==> src/rtl/stepper_phase_sequencer_top_assert.svh <==
// ----------------------------------------------------------------------------
// stepper_phase_sequencer_top_assert
// Assertion macros used by the sequencer core.
// ----------------------------------------------------------------------------
`ifndef STEPPER_PHASE_SEQUENCER_TOP_ASSERT_SVH
`define STEPPER_PHASE_SEQUENCER_TOP_ASSERT_SVH

// Same-cycle implication.
`define SPSQ_ASSERT_SAME(label, clk, rst, ante, cons, msg) \
   label: assert property (@(posedge clk) disable iff (rst) (ante) |-> (cons)) \
      else $error(msg);

// Next-cycle implication.
`define SPSQ_ASSERT_NEXT(label, clk, rst, ante, cons, msg) \
   label: assert property (@(posedge clk) disable iff (rst) (ante) |=> (cons)) \
      else $error(msg);

`endif

==> src/rtl/spsq_pkg.sv <==
// ----------------------------------------------------------------------------
// spsq_pkg
// Types, constants and the coil pattern table of the stepper phase sequencer.
// ----------------------------------------------------------------------------
`default_nettype none

package spsq_pkg;

   localparam int unsigned INTERVAL_W  = 19;
   localparam int unsigned COUNT_W     = 13;
   localparam int unsigned INDEX_W     = 3;
   localparam int unsigned KEY_W       = 8;
   localparam int unsigned COIL_W      = 4;
   localparam int unsigned CSR_INDEX_W = 2;

   typedef logic [INTERVAL_W-1:0]  interval_type;
   typedef logic [COUNT_W-1:0]     count_type;
   typedef logic [INDEX_W-1:0]     index_type;
   typedef logic [KEY_W-1:0]       key_type;
   typedef logic [COIL_W-1:0]      coil_type;
   typedef logic [CSR_INDEX_W-1:0] csr_index_type;

   typedef enum logic [1:0] {
      MODE_OFF       = 2'd0,
      MODE_TWO_PHASE = 2'd1,
      MODE_HALF_STEP = 2'd2,
      MODE_WAVE      = 2'd3
   } drive_mode_type;

   localparam csr_index_type CSR_MIN_INTERVAL = 2'd0;
   localparam csr_index_type CSR_MAX_INTERVAL = 2'd1;
   localparam csr_index_type CSR_COUNTDOWN    = 2'd2;

   localparam logic REQ_TICK = 1'b0;
   localparam logic REQ_KEY  = 1'b1;

   localparam key_type KEY_TWO_PHASE = 8'h31;
   localparam key_type KEY_HALF_STEP = 8'h32;
   localparam key_type KEY_WAVE      = 8'h34;
   localparam key_type KEY_SPACE     = 8'h20;
   localparam key_type KEY_ZERO      = 8'h30;
   localparam key_type KEY_FASTER    = 8'h2B;
   localparam key_type KEY_SLOWER    = 8'h2D;
   localparam key_type KEY_REVERSE   = 8'h72;
   localparam key_type KEY_COUNTDOWN = 8'h63;
   localparam key_type KEY_ESCAPE    = 8'h1B;

   localparam interval_type MIN_INTERVAL_RST = 19'd300;
   localparam interval_type MAX_INTERVAL_RST = 19'd500000;
   localparam count_type    COUNTDOWN_RST    = 13'd4096;

   // floor(x/3) for 21-bit x, floor(x/5) for 19-bit x
   localparam logic [21:0] DIV3_MUL = 22'd1398102;
   localparam int unsigned DIV3_SHIFT = 22;
   localparam logic [18:0] DIV5_MUL = 19'd419431;
   localparam int unsigned DIV5_SHIFT = 21;

   typedef struct packed {
      logic    req_type;
      key_type key;
   } req_item_type;

   typedef struct packed {
      interval_type min_interval;
      interval_type max_interval;
      count_type    countdown_length;
   } cfg_type;

   localparam coil_type PATTERN [4][8] = '{
      '{4'h0, 4'h0, 4'h0, 4'h0, 4'h0, 4'h0, 4'h0, 4'h0},
      '{4'h3, 4'h3, 4'h6, 4'h6, 4'hC, 4'hC, 4'h9, 4'h9},
      '{4'h1, 4'h3, 4'h2, 4'h6, 4'h4, 4'hC, 4'h8, 4'h9},
      '{4'h1, 4'h1, 4'h2, 4'h2, 4'h4, 4'h4, 4'h8, 4'h8}
   };

   function automatic coil_type coil_pattern(drive_mode_type mode, index_type idx);
      return PATTERN[mode][idx];
   endfunction

endpackage

`default_nettype wire

==> src/rtl/spsq_req_if.sv <==
// ----------------------------------------------------------------------------
// spsq_req_if
// Request channel: tick or key transactions into the sequencer.
// ----------------------------------------------------------------------------
`default_nettype none

interface spsq_req_if;
   logic              valid;
   logic              ready;
   logic              req_type;
   spsq_pkg::key_type key;

   modport source (output valid, output req_type, output key, input ready);
   modport sink   (input valid, input req_type, input key, output ready);
endinterface

`default_nettype wire

==> src/rtl/spsq_rsp_if.sv <==
// ----------------------------------------------------------------------------
// spsq_rsp_if
// Response channel: one coil status transaction per request.
// ----------------------------------------------------------------------------
`default_nettype none

interface spsq_rsp_if;
   logic                   valid;
   logic                   ready;
   spsq_pkg::coil_type     coils;
   logic                   drive_enable;
   logic                   stepped;
   spsq_pkg::interval_type interval_now;

   modport source (output valid, output coils, output drive_enable, output stepped,
                   output interval_now, input ready);
   modport sink   (input valid, input coils, input drive_enable, input stepped,
                   input interval_now, output ready);
endinterface

`default_nettype wire

==> src/rtl/spsq_csr.sv <==
// ----------------------------------------------------------------------------
// spsq_csr
// Configuration registers: interval limits and countdown length.
// ----------------------------------------------------------------------------
`default_nettype none

module spsq_csr (
   input  wire logic                      clock,
   input  wire logic                      reset,
   input  wire logic                      csr_we,
   input  wire spsq_pkg::csr_index_type   csr_index,
   input  wire spsq_pkg::interval_type    csr_wdata,
   output spsq_pkg::cfg_type              cfg
);

   spsq_pkg::cfg_type cfg_ff;
   spsq_pkg::cfg_type cfg_in;

   always_comb begin
      cfg_in = cfg_ff;
      if (csr_we) begin
         case (csr_index)
            spsq_pkg::CSR_MIN_INTERVAL: cfg_in.min_interval = csr_wdata;
            spsq_pkg::CSR_MAX_INTERVAL: cfg_in.max_interval = csr_wdata;
            spsq_pkg::CSR_COUNTDOWN:
               cfg_in.countdown_length = csr_wdata[spsq_pkg::COUNT_W-1:0];
            default: ;
         endcase
      end
   end

   always_ff @(posedge clock) begin
      if (reset) begin
         cfg_ff.min_interval     <= spsq_pkg::MIN_INTERVAL_RST;
         cfg_ff.max_interval     <= spsq_pkg::MAX_INTERVAL_RST;
         cfg_ff.countdown_length <= spsq_pkg::COUNTDOWN_RST;
      end else begin
         cfg_ff <= cfg_in;
      end
   end

   assign cfg = cfg_ff;

endmodule

`default_nettype wire

==> src/rtl/spsq_in_stage.sv <==
// ----------------------------------------------------------------------------
// spsq_in_stage
// Input register for request transactions.
// ----------------------------------------------------------------------------
`default_nettype none

module spsq_in_stage (
   input  wire logic                   clock,
   input  wire logic                   reset,
   spsq_req_if.sink                    req_chan,
   output logic                        stg_valid,
   output spsq_pkg::req_item_type      stg_item,
   input  wire logic                   stg_ready
);

   logic                   valid_ff;
   logic                   valid_in;
   spsq_pkg::req_item_type item_ff;
   spsq_pkg::req_item_type item_in;
   logic                   load;

   assign req_chan.ready = !valid_ff || stg_ready;
   assign load           = req_chan.valid && req_chan.ready;

   always_comb begin
      valid_in = valid_ff;
      item_in  = item_ff;
      if (req_chan.ready) begin
         valid_in = req_chan.valid;
      end
      if (load) begin
         item_in.req_type = req_chan.req_type;
         item_in.key      = req_chan.key;
      end
   end

   always_ff @(posedge clock) begin
      if (reset) begin
         valid_ff <= 1'b0;
      end else begin
         valid_ff <= valid_in;
      end
   end

   always_ff @(posedge clock) begin
      item_ff <= item_in;
   end

   assign stg_valid = valid_ff;
   assign stg_item  = item_ff;

endmodule

`default_nettype wire

==> src/rtl/spsq_core.sv <==
// ----------------------------------------------------------------------------
// spsq_core
// Sequencer state, tick/key update and response register.
// ----------------------------------------------------------------------------
`default_nettype none

`include "stepper_phase_sequencer_top_assert.svh"

module spsq_core (
   input  wire logic                   clock,
   input  wire logic                   reset,
   input  wire spsq_pkg::cfg_type      cfg,
   input  wire logic                   stg_valid,
   input  wire spsq_pkg::req_item_type stg_item,
   output logic                        stg_ready,
   spsq_rsp_if.source                  rsp_chan
);

   spsq_pkg::interval_type   interval_ff, interval_in;
   spsq_pkg::interval_type   wait_ff, wait_in;
   spsq_pkg::index_type      index_ff, index_in;
   spsq_pkg::drive_mode_type mode_ff, mode_in;
   logic                     forward_ff, forward_in;
   spsq_pkg::count_type      steps_ff, steps_in;
   spsq_pkg::coil_type       coil_ff, coil_in;
   logic                     released_ff, released_in;

   logic                     res_valid_ff, res_valid_in;
   spsq_pkg::coil_type       res_coils_ff, res_coils_in;
   logic                     res_drive_ff, res_drive_in;
   logic                     res_stepped_ff, res_stepped_in;
   spsq_pkg::interval_type   res_interval_ff, res_interval_in;

   logic                     load_result;
   logic                     update;
   logic [spsq_pkg::INTERVAL_W:0] wait_next;
   logic                     step_now;
   spsq_pkg::count_type      steps_dec;

   logic [21:0]              times5;
   logic [20:0]              half5;
   logic [42:0]              prod3;
   logic [37:0]              prod5;
   spsq_pkg::interval_type   faster;
   logic [spsq_pkg::INTERVAL_W:0] slower;

   logic                     rel_load;
   logic                     rel_rsp;
   logic                     wait_ok;
   logic                     step_load;
   logic                     step_rsp;

   assign stg_ready   = !res_valid_ff || rsp_chan.ready;
   assign load_result = stg_ready;
   assign update      = stg_valid && stg_ready && !released_ff;

   assign wait_next = {1'b0, wait_ff} + 20'd1;
   assign step_now  = wait_next >= {1'b0, interval_ff};
   assign steps_dec = steps_ff - 13'd1;

   // 5/6: (5i >> 1) / 3, 6/5: i + i / 5
   assign times5 = {3'b000, interval_ff} + {1'b0, interval_ff, 2'b00};
   assign half5  = times5[21:1];
   assign prod3  = 43'(half5) * 43'(spsq_pkg::DIV3_MUL);
   assign prod5  = 38'(interval_ff) * 38'(spsq_pkg::DIV5_MUL);
   assign faster = prod3[spsq_pkg::DIV3_SHIFT +: spsq_pkg::INTERVAL_W];
   assign slower = {1'b0, interval_ff} + 20'(prod5[37:spsq_pkg::DIV5_SHIFT]);

   always_comb begin
      interval_in    = interval_ff;
      wait_in        = wait_ff;
      index_in       = index_ff;
      mode_in        = mode_ff;
      forward_in     = forward_ff;
      steps_in       = steps_ff;
      coil_in        = coil_ff;
      released_in    = released_ff;
      res_stepped_in = 1'b0;
      if (update) begin
         if (stg_item.req_type == spsq_pkg::REQ_TICK) begin
            if (step_now) begin
               coil_in        = spsq_pkg::coil_pattern(mode_ff, index_ff);
               index_in       = forward_ff ? index_ff + 3'd1 : index_ff - 3'd1;
               wait_in        = '0;
               res_stepped_in = 1'b1;
               if (steps_ff != '0) begin
                  steps_in = steps_dec;
                  if (steps_dec == '0) begin
                     mode_in = spsq_pkg::MODE_OFF;
                  end
               end
            end else begin
               wait_in = wait_next[spsq_pkg::INTERVAL_W-1:0];
            end
         end else begin
            wait_in = '0;
            case (stg_item.key)
               spsq_pkg::KEY_TWO_PHASE: mode_in = spsq_pkg::MODE_TWO_PHASE;
               spsq_pkg::KEY_HALF_STEP: mode_in = spsq_pkg::MODE_HALF_STEP;
               spsq_pkg::KEY_WAVE:      mode_in = spsq_pkg::MODE_WAVE;
               spsq_pkg::KEY_SPACE,
               spsq_pkg::KEY_ZERO:      mode_in = spsq_pkg::MODE_OFF;
               spsq_pkg::KEY_FASTER: begin
                  interval_in = (faster < cfg.min_interval) ? cfg.min_interval : faster;
               end
               spsq_pkg::KEY_SLOWER: begin
                  interval_in = (slower > {1'b0, cfg.max_interval}) ?
                                cfg.max_interval : slower[spsq_pkg::INTERVAL_W-1:0];
               end
               spsq_pkg::KEY_REVERSE:   forward_in  = !forward_ff;
               spsq_pkg::KEY_COUNTDOWN: steps_in    = cfg.countdown_length;
               spsq_pkg::KEY_ESCAPE:    released_in = 1'b1;
               default: ;
            endcase
         end
      end
   end

   always_comb begin
      res_valid_in    = res_valid_ff;
      res_coils_in    = res_coils_ff;
      res_drive_in    = res_drive_ff;
      res_interval_in = res_interval_ff;
      if (load_result) begin
         res_valid_in    = stg_valid;
         res_coils_in    = released_in ? '0 : coil_in;
         res_drive_in    = !released_in;
         res_interval_in = interval_in;
      end
   end

   always_ff @(posedge clock) begin
      if (reset) begin
         interval_ff  <= spsq_pkg::MAX_INTERVAL_RST;
         wait_ff      <= '0;
         index_ff     <= '0;
         mode_ff      <= spsq_pkg::MODE_OFF;
         forward_ff   <= 1'b1;
         steps_ff     <= '0;
         coil_ff      <= '0;
         released_ff  <= 1'b0;
         res_valid_ff <= 1'b0;
      end else begin
         interval_ff  <= interval_in;
         wait_ff      <= wait_in;
         index_ff     <= index_in;
         mode_ff      <= mode_in;
         forward_ff   <= forward_in;
         steps_ff     <= steps_in;
         coil_ff      <= coil_in;
         released_ff  <= released_in;
         res_valid_ff <= res_valid_in;
      end
   end

   always_ff @(posedge clock) begin
      res_coils_ff    <= res_coils_in;
      res_drive_ff    <= res_drive_in;
      res_interval_ff <= res_interval_in;
      if (load_result) begin
         res_stepped_ff <= res_stepped_in;
      end
   end

   assign rsp_chan.valid        = res_valid_ff;
   assign rsp_chan.coils        = res_coils_ff;
   assign rsp_chan.drive_enable = res_drive_ff;
   assign rsp_chan.stepped      = res_stepped_ff;
   assign rsp_chan.interval_now = res_interval_ff;

   assign rel_load  = load_result && stg_valid && released_in;
   assign rel_rsp   = rsp_chan.valid && !rsp_chan.drive_enable && rsp_chan.coils == '0 &&
                      !rsp_chan.stepped;
   assign wait_ok   = wait_ff < interval_ff;
   assign step_load = update && res_stepped_in;
   assign step_rsp  = wait_ff == '0 && rsp_chan.stepped;

   `SPSQ_ASSERT_NEXT(a_release_sticky, clock, reset, released_ff, released_ff, "release dropped")
   `SPSQ_ASSERT_NEXT(a_release_quiet, clock, reset, rel_load, rel_rsp, "release not quiet")
   `SPSQ_ASSERT_SAME(a_wait_bound, clock, reset, wait_ff != '0, wait_ok, "wait passed interval")
   `SPSQ_ASSERT_NEXT(a_step_wait, clock, reset, step_load, step_rsp, "step kept the wait")

endmodule

`default_nettype wire

==> src/rtl/stepper_phase_sequencer_top.sv <==
// ----------------------------------------------------------------------------
// stepper_phase_sequencer_top
// Unipolar stepper phase sequencer with tick/key requests and coil responses.
// ----------------------------------------------------------------------------
// Usage:
//   req_chan carries transactions: req_type 0 is a one-microsecond tick,
//   req_type 1 a key code in key. Every request yields exactly one
//   rsp_chan transaction with the latched coil pattern, drive enable, a
//   stepped flag and the current interval.
//   A request passes the input register, then the state update and the
//   response register; a stall on rsp_chan holds it in the input register.
//   Throughput is one transaction per cycle while rsp_chan does not stall;
//   the 5/6 and 6/5 interval scaling uses constant reciprocal multipliers.
//   csr_we writes min_interval (index 0), max_interval (1) or
//   countdown_length (2) from csr_wdata; write only while idle.
//   Reset clears both stages, restores the register defaults and sets the
//   interval to 500000, mode off, direction forward.
//   When rsp_chan stalls, the response holds, one more request is taken
//   into the input register, then req_chan.ready drops.
// ----------------------------------------------------------------------------
`default_nettype none

module stepper_phase_sequencer_top (
   input  wire logic                    clock,
   input  wire logic                    reset,
   spsq_req_if.sink                     req_chan,
   spsq_rsp_if.source                   rsp_chan,
   input  wire logic                    csr_we,
   input  wire spsq_pkg::csr_index_type csr_index,
   input  wire spsq_pkg::interval_type  csr_wdata
);

   spsq_pkg::cfg_type      cfg;
   logic                   stg_valid;
   logic                   stg_ready;
   spsq_pkg::req_item_type stg_item;

   spsq_csr u_csr (
      .clock     (clock),
      .reset     (reset),
      .csr_we    (csr_we),
      .csr_index (csr_index),
      .csr_wdata (csr_wdata),
      .cfg       (cfg)
   );

   spsq_in_stage u_in_stage (
      .clock     (clock),
      .reset     (reset),
      .req_chan  (req_chan),
      .stg_valid (stg_valid),
      .stg_item  (stg_item),
      .stg_ready (stg_ready)
   );

   spsq_core u_core (
      .clock     (clock),
      .reset     (reset),
      .cfg       (cfg),
      .stg_valid (stg_valid),
      .stg_item  (stg_item),
      .stg_ready (stg_ready),
      .rsp_chan  (rsp_chan)
   );

endmodule

`default_nettype wire

==> src/flat_wrapper.sv <==
// flat-port wrapper written by rule: the top's interface ports become plain ports
module stepper_phase_sequencer_top_flat 
  (clock, reset, csr_we, csr_index, csr_wdata, req_chan_valid, req_chan_req_type, req_chan_key, req_chan_ready, rsp_chan_valid, rsp_chan_coils, rsp_chan_drive_enable, rsp_chan_stepped, rsp_chan_interval_now, rsp_chan_ready);
  spsq_req_if req_chan_i ();
  spsq_rsp_if rsp_chan_i ();
  input  wire logic clock;
  input  wire logic reset;
  input  wire logic csr_we;
  input  wire spsq_pkg::csr_index_type csr_index;
  input  wire spsq_pkg::interval_type csr_wdata;
  input wire logic [$bits(req_chan_i.valid)-1:0] req_chan_valid;
  input wire logic [$bits(req_chan_i.req_type)-1:0] req_chan_req_type;
  input wire logic [$bits(req_chan_i.key)-1:0] req_chan_key;
  output wire logic [$bits(req_chan_i.ready)-1:0] req_chan_ready;
  output wire logic [$bits(rsp_chan_i.valid)-1:0] rsp_chan_valid;
  output wire logic [$bits(rsp_chan_i.coils)-1:0] rsp_chan_coils;
  output wire logic [$bits(rsp_chan_i.drive_enable)-1:0] rsp_chan_drive_enable;
  output wire logic [$bits(rsp_chan_i.stepped)-1:0] rsp_chan_stepped;
  output wire logic [$bits(rsp_chan_i.interval_now)-1:0] rsp_chan_interval_now;
  input wire logic [$bits(rsp_chan_i.ready)-1:0] rsp_chan_ready;
  assign req_chan_i.valid = req_chan_valid;
  assign req_chan_i.req_type = req_chan_req_type;
  assign req_chan_i.key = req_chan_key;
  assign req_chan_ready = req_chan_i.ready;
  assign rsp_chan_valid = rsp_chan_i.valid;
  assign rsp_chan_coils = rsp_chan_i.coils;
  assign rsp_chan_drive_enable = rsp_chan_i.drive_enable;
  assign rsp_chan_stepped = rsp_chan_i.stepped;
  assign rsp_chan_interval_now = rsp_chan_i.interval_now;
  assign rsp_chan_i.ready = rsp_chan_ready;
  stepper_phase_sequencer_top u_core (.clock(clock), .reset(reset), .req_chan(req_chan_i), .rsp_chan(rsp_chan_i), .csr_we(csr_we), .csr_index(csr_index), .csr_wdata(csr_wdata));
endmodule
==> config.mk <==
export PLATFORM = sky130hd
export DESIGN_NAME = stepper_phase_sequencer_top_flat
export DESIGN_NICKNAME = d
export VERILOG_FILES = /design/src/rtl/spsq_pkg.sv /design/src/rtl/spsq_req_if.sv /design/src/rtl/spsq_rsp_if.sv /design/src/rtl/spsq_csr.sv /design/src/rtl/spsq_in_stage.sv /design/src/rtl/spsq_core.sv /design/src/rtl/stepper_phase_sequencer_top.sv /design/src/flat_wrapper.sv
export VERILOG_INCLUDE_DIRS = /design/src /design/src/rtl
export SDC_FILE = /design/constraint.sdc
export NUM_CORES = 1
export LEC_CHECK = 0
export BUFFER_PORTS_ARGS = -buffer_cell sky130_fd_sc_hd__clkbuf_2
export CORE_MARGIN = 2
export CORE_UTILIZATION = 60
export DETAILED_ROUTE_END_ITERATION = 8
export HOLD_SLACK_MARGIN = 0.08
export PLACE_DENSITY = 0.83
export SLEW_MARGIN = 10
export SYNTH_ARGS = -nofsm -noshare
export SYNTH_HDL_FRONTEND = slang
export SYNTH_SLANG_ARGS = --single-unit
==> constraint.sdc <==
create_clock -name clock -period 12.95 [get_ports clock]
set_input_delay 2.59 -clock clock [delete_from_list [all_inputs] [get_ports clock]]
set_output_delay 2.59 -clock clock [all_outputs]
set_load 0.005 [all_outputs]
==> run_results.csv <==
group,metric,value,unit
run_status,outcome,"complete, no violations",
power_and_ir_drop,peakVddDrop,0.000101,V
synth,ys_warn_count,0,
drt,drtPass1Iterations,7,
synth,synthCells,2549,
floorplan,io_pins,62,
layout,nets,3358,
drt,drc,0,
setup_path,end_kind,"flip-flop",
hold_path,hold_class,"flip-flop to flip-flop",
power_and_ir_drop,finalPower,1.36,mW
cts,cts_tree,"built",
synth,async_flop_share,0,%
cts,post_cts_resized,0,
setup_path,cp_slowest_stage_delay,0.78,ns
floorplan,die_y,200,um
global_route,grt_usage,32.7,%
sta,slew_headroom,17.8,%
synth,synth_flop_cell,"dfxtp_1",
synth,synth.most_common_cell,"inv_1",
cts,cts_buffers,17,
setup_path,cp.arrival,12.15,ns
synth,synth_top_cell_area_share,24.5,%
power_and_ir_drop,cellLeakagePower,12.7,nW
run,maxCapViolations,0,
global_route,grt_pass1_wl,104000,um
synth,yosysSeqAreaShare,14.4,%
layout,layout-drive-gt1-share,5.32,%
global_route,grt_max_degree,81,
synth,ys_ff_latch,149,
sta,finalCritPeriodShare,92.5,%
layout,syn_to_final_growth,6.49,%
synth,synth-edff-count,34,
layout,finish.utilization,65.2,%
sta,slew_viol_final,0,
cts,clk_path_buf_depth,2,
drt,ant_nets,0,
cts,clkSinkCount,149,
drt,vias_per_cell,6.02,
synth,avgSynthCellArea,9.08,um^2
global_route,grt_pass1_vias,19400,
sta,fin_ws,0.968,ns
floorplan,dieArea,40200,um^2
synth,syn_area,23200,um^2
setup_path,path_max_fanout,14,
sta,rsz0062_at_grt,"false",
placement,placed_area,24100,um^2
global_route,antenna_found_initial,0,
synth,synth_common_cells,"575 x inv_1, 440 x ha_1, 283 x fa_1",
layout,diodes,0,
synth,synth_cell_type_count,79,
floorplan,initial_core_util,61.2,%
cts,ctsHoldBuffers,0,
cts,root_buffer,"clkbuf_16",
synth,yosys.area.top_type,"fa_1",
placement,gp_congestion,1.02,
layout,final_area,24700,um^2
setup_path,worstPathRequired,13.12,ns
placement,place_hpwl,54400,um
sta,fmax,83.5,MHz
cts,postCtsSetupBuffers,0,
drt,wl_per_cell,20.7,um
global_route,grt_overflow,0,
synth,synthTopCellsByArea,"fa_1 24%, ha_1 24%, dfxtp_1 9.9%",
drt,wirelength,64600,um
sta,setup_viol,0,
floorplan,coreArea,37800,um^2
sta,hold_violations,0,
sta,tightest_slew,1.23,ns
floorplan,row_count,71,
drt,vias,18800,
power_and_ir_drop,cellPowerDensity,55.0,nW/um^2
setup_path,crit_type,"flip-flop to flip-flop",
cts,clkTransAtPathRegs,0.07,ns
sta,setup_tns,0,ns
placement,dpl_worst_slack,1.12,ns
setup_path,start_kind,"flip-flop",
sta,period_minus_slack,11.98,ns
setup_path,slowest_stage,"dfxtp_1",
synth,synth_nets,3307,
cts,clkLatencyLatePin,0.43,ns
placement,port-buffer-count,61,
floorplan,die_w,200,um
drt,drtIter0Drc,1775,
cts,h-tree-depth,4,
sta,skew,0.0146,ns
-- per-layer routing --
metal	routed length (um)	part of all wire [%]	global-route usage [%]
met1	26800	41	44.8
met2	29500	46	52.8
met3	5310	8.2	4.58
met4	3040	4.7	12.8
met5	0	0	0
-- flip-flops by register name, summed over array words and instances (netlist names) --
register,cells
u_core.u_core.steps_ff,13
u_core.u_core.rsp_chan.interval_now,19
u_core.u_core.rsp_chan.valid,1
u_core.u_core.rsp_chan.coils,4
u_core.u_core.wait_ff,19
u_core.u_core.coil_ff,4
u_core.u_core.forward_ff,1
u_core.u_in_stage.stg_valid,1
u_core.u_in_stage.stg_item,9
u_core.u_core.mode_ff,2
u_core.u_core.index_ff,3
u_core.u_core.interval_ff,19
u_core.u_core.rsp_chan.drive_enable,1
u_core.u_core.rsp_chan.stepped,1
u_core.u_csr.cfg,51
u_core.u_core.released_ff,1
-- power breakdown --
part	internal (mW)	switching, mW
sequential	0.485	0.00857
clock	0.306	0.207
combinational	0.134	0.216
total	0.925	0.432
-- area by class of cell --
class,instances,area [um^2]
Multi-Input combinational cell,1775,17500
Fill cell,3063,13200
Sequential cell,149,3320
Inverter,575,2160
Tap cell,511,639
Timing Repair Buffer,82,463
Clock buffer,19,433
Clock inverter,13,173
-- metrics by stage --
step	hold WS (ns)	cells
2_1_floorplan	0.429	2549
3_3_place_gp	0.447	3092
3_5_place_dp	0.450	3092
4_1_cts	0.459	3124
5_1_grt	0.485	3124
6_report	0.461	3124
-- cell families (layout without fill, tap and decap cells) --
family                     after synthesis  after routing  synth area share [%]
adders and majority gates              724            724                  48.3
buffers and inverters                  625            689                  10.2
and+or+nand+nor                        497            497                  10.1
AOI/OAI and AO/OA                      433            433                  12.3
DFF                                    149            149                  14.4
xor gates and xnor gates                99             99                  3.74
muxes                                   22             22                 0.978
-- cells in the final DEF, fill, tap and decap left out, types with 23 or more instances in the layout --
cell,instances
a211oi_1,23
nand2_1,177
nor2_1,113
fa_1,283
a21oi_1,140
edfxtp_1,34
xnor2_1,67
xor2_1,32
ha_1,440
nand4_1,26
clkbuf_2,61
o211ai_1,26
a21o_1,29
nand3_1,35
dfxtp_1,115
nor3_1,40
inv_1,574
o21ai_0,62
-- worst max-delay path: cells and delay by family (launching register included) --
kind | cells | cell delay (ns)
flip-flops | 1 | 0.78
buffers and inverters | 6 | 0.51
XOR/XNOR | 2 | 0.95
AND/OR/NAND/NOR | 5 | 0.66
AO/OA/AOI/OAI | 18 | 4.09
adder cells (fa/ha/maj) | 10 | 4.32
multiplexers | 1 | 0.36
-- final timing paths --
check	startpoint	slack, ns	end	cells past startpoint
worst max register to register	u_core.u_core.interval_ff[3]	0.97	u_core.u_core.rsp_chan.interval_now[3]	42
worst min-delay path	u_core.u_csr.cfg[0]	0.46	u_core.u_csr.cfg[0]	2
worst min register to register	u_core.u_csr.cfg[0]	0.46	u_core.u_csr.cfg[0]	2
worst max-delay path	u_core.u_core.interval_ff[3]	0.97	u_core.u_core.rsp_chan.interval_now[3]	42
No activity file was read; power rests on OpenSTA's default activity.
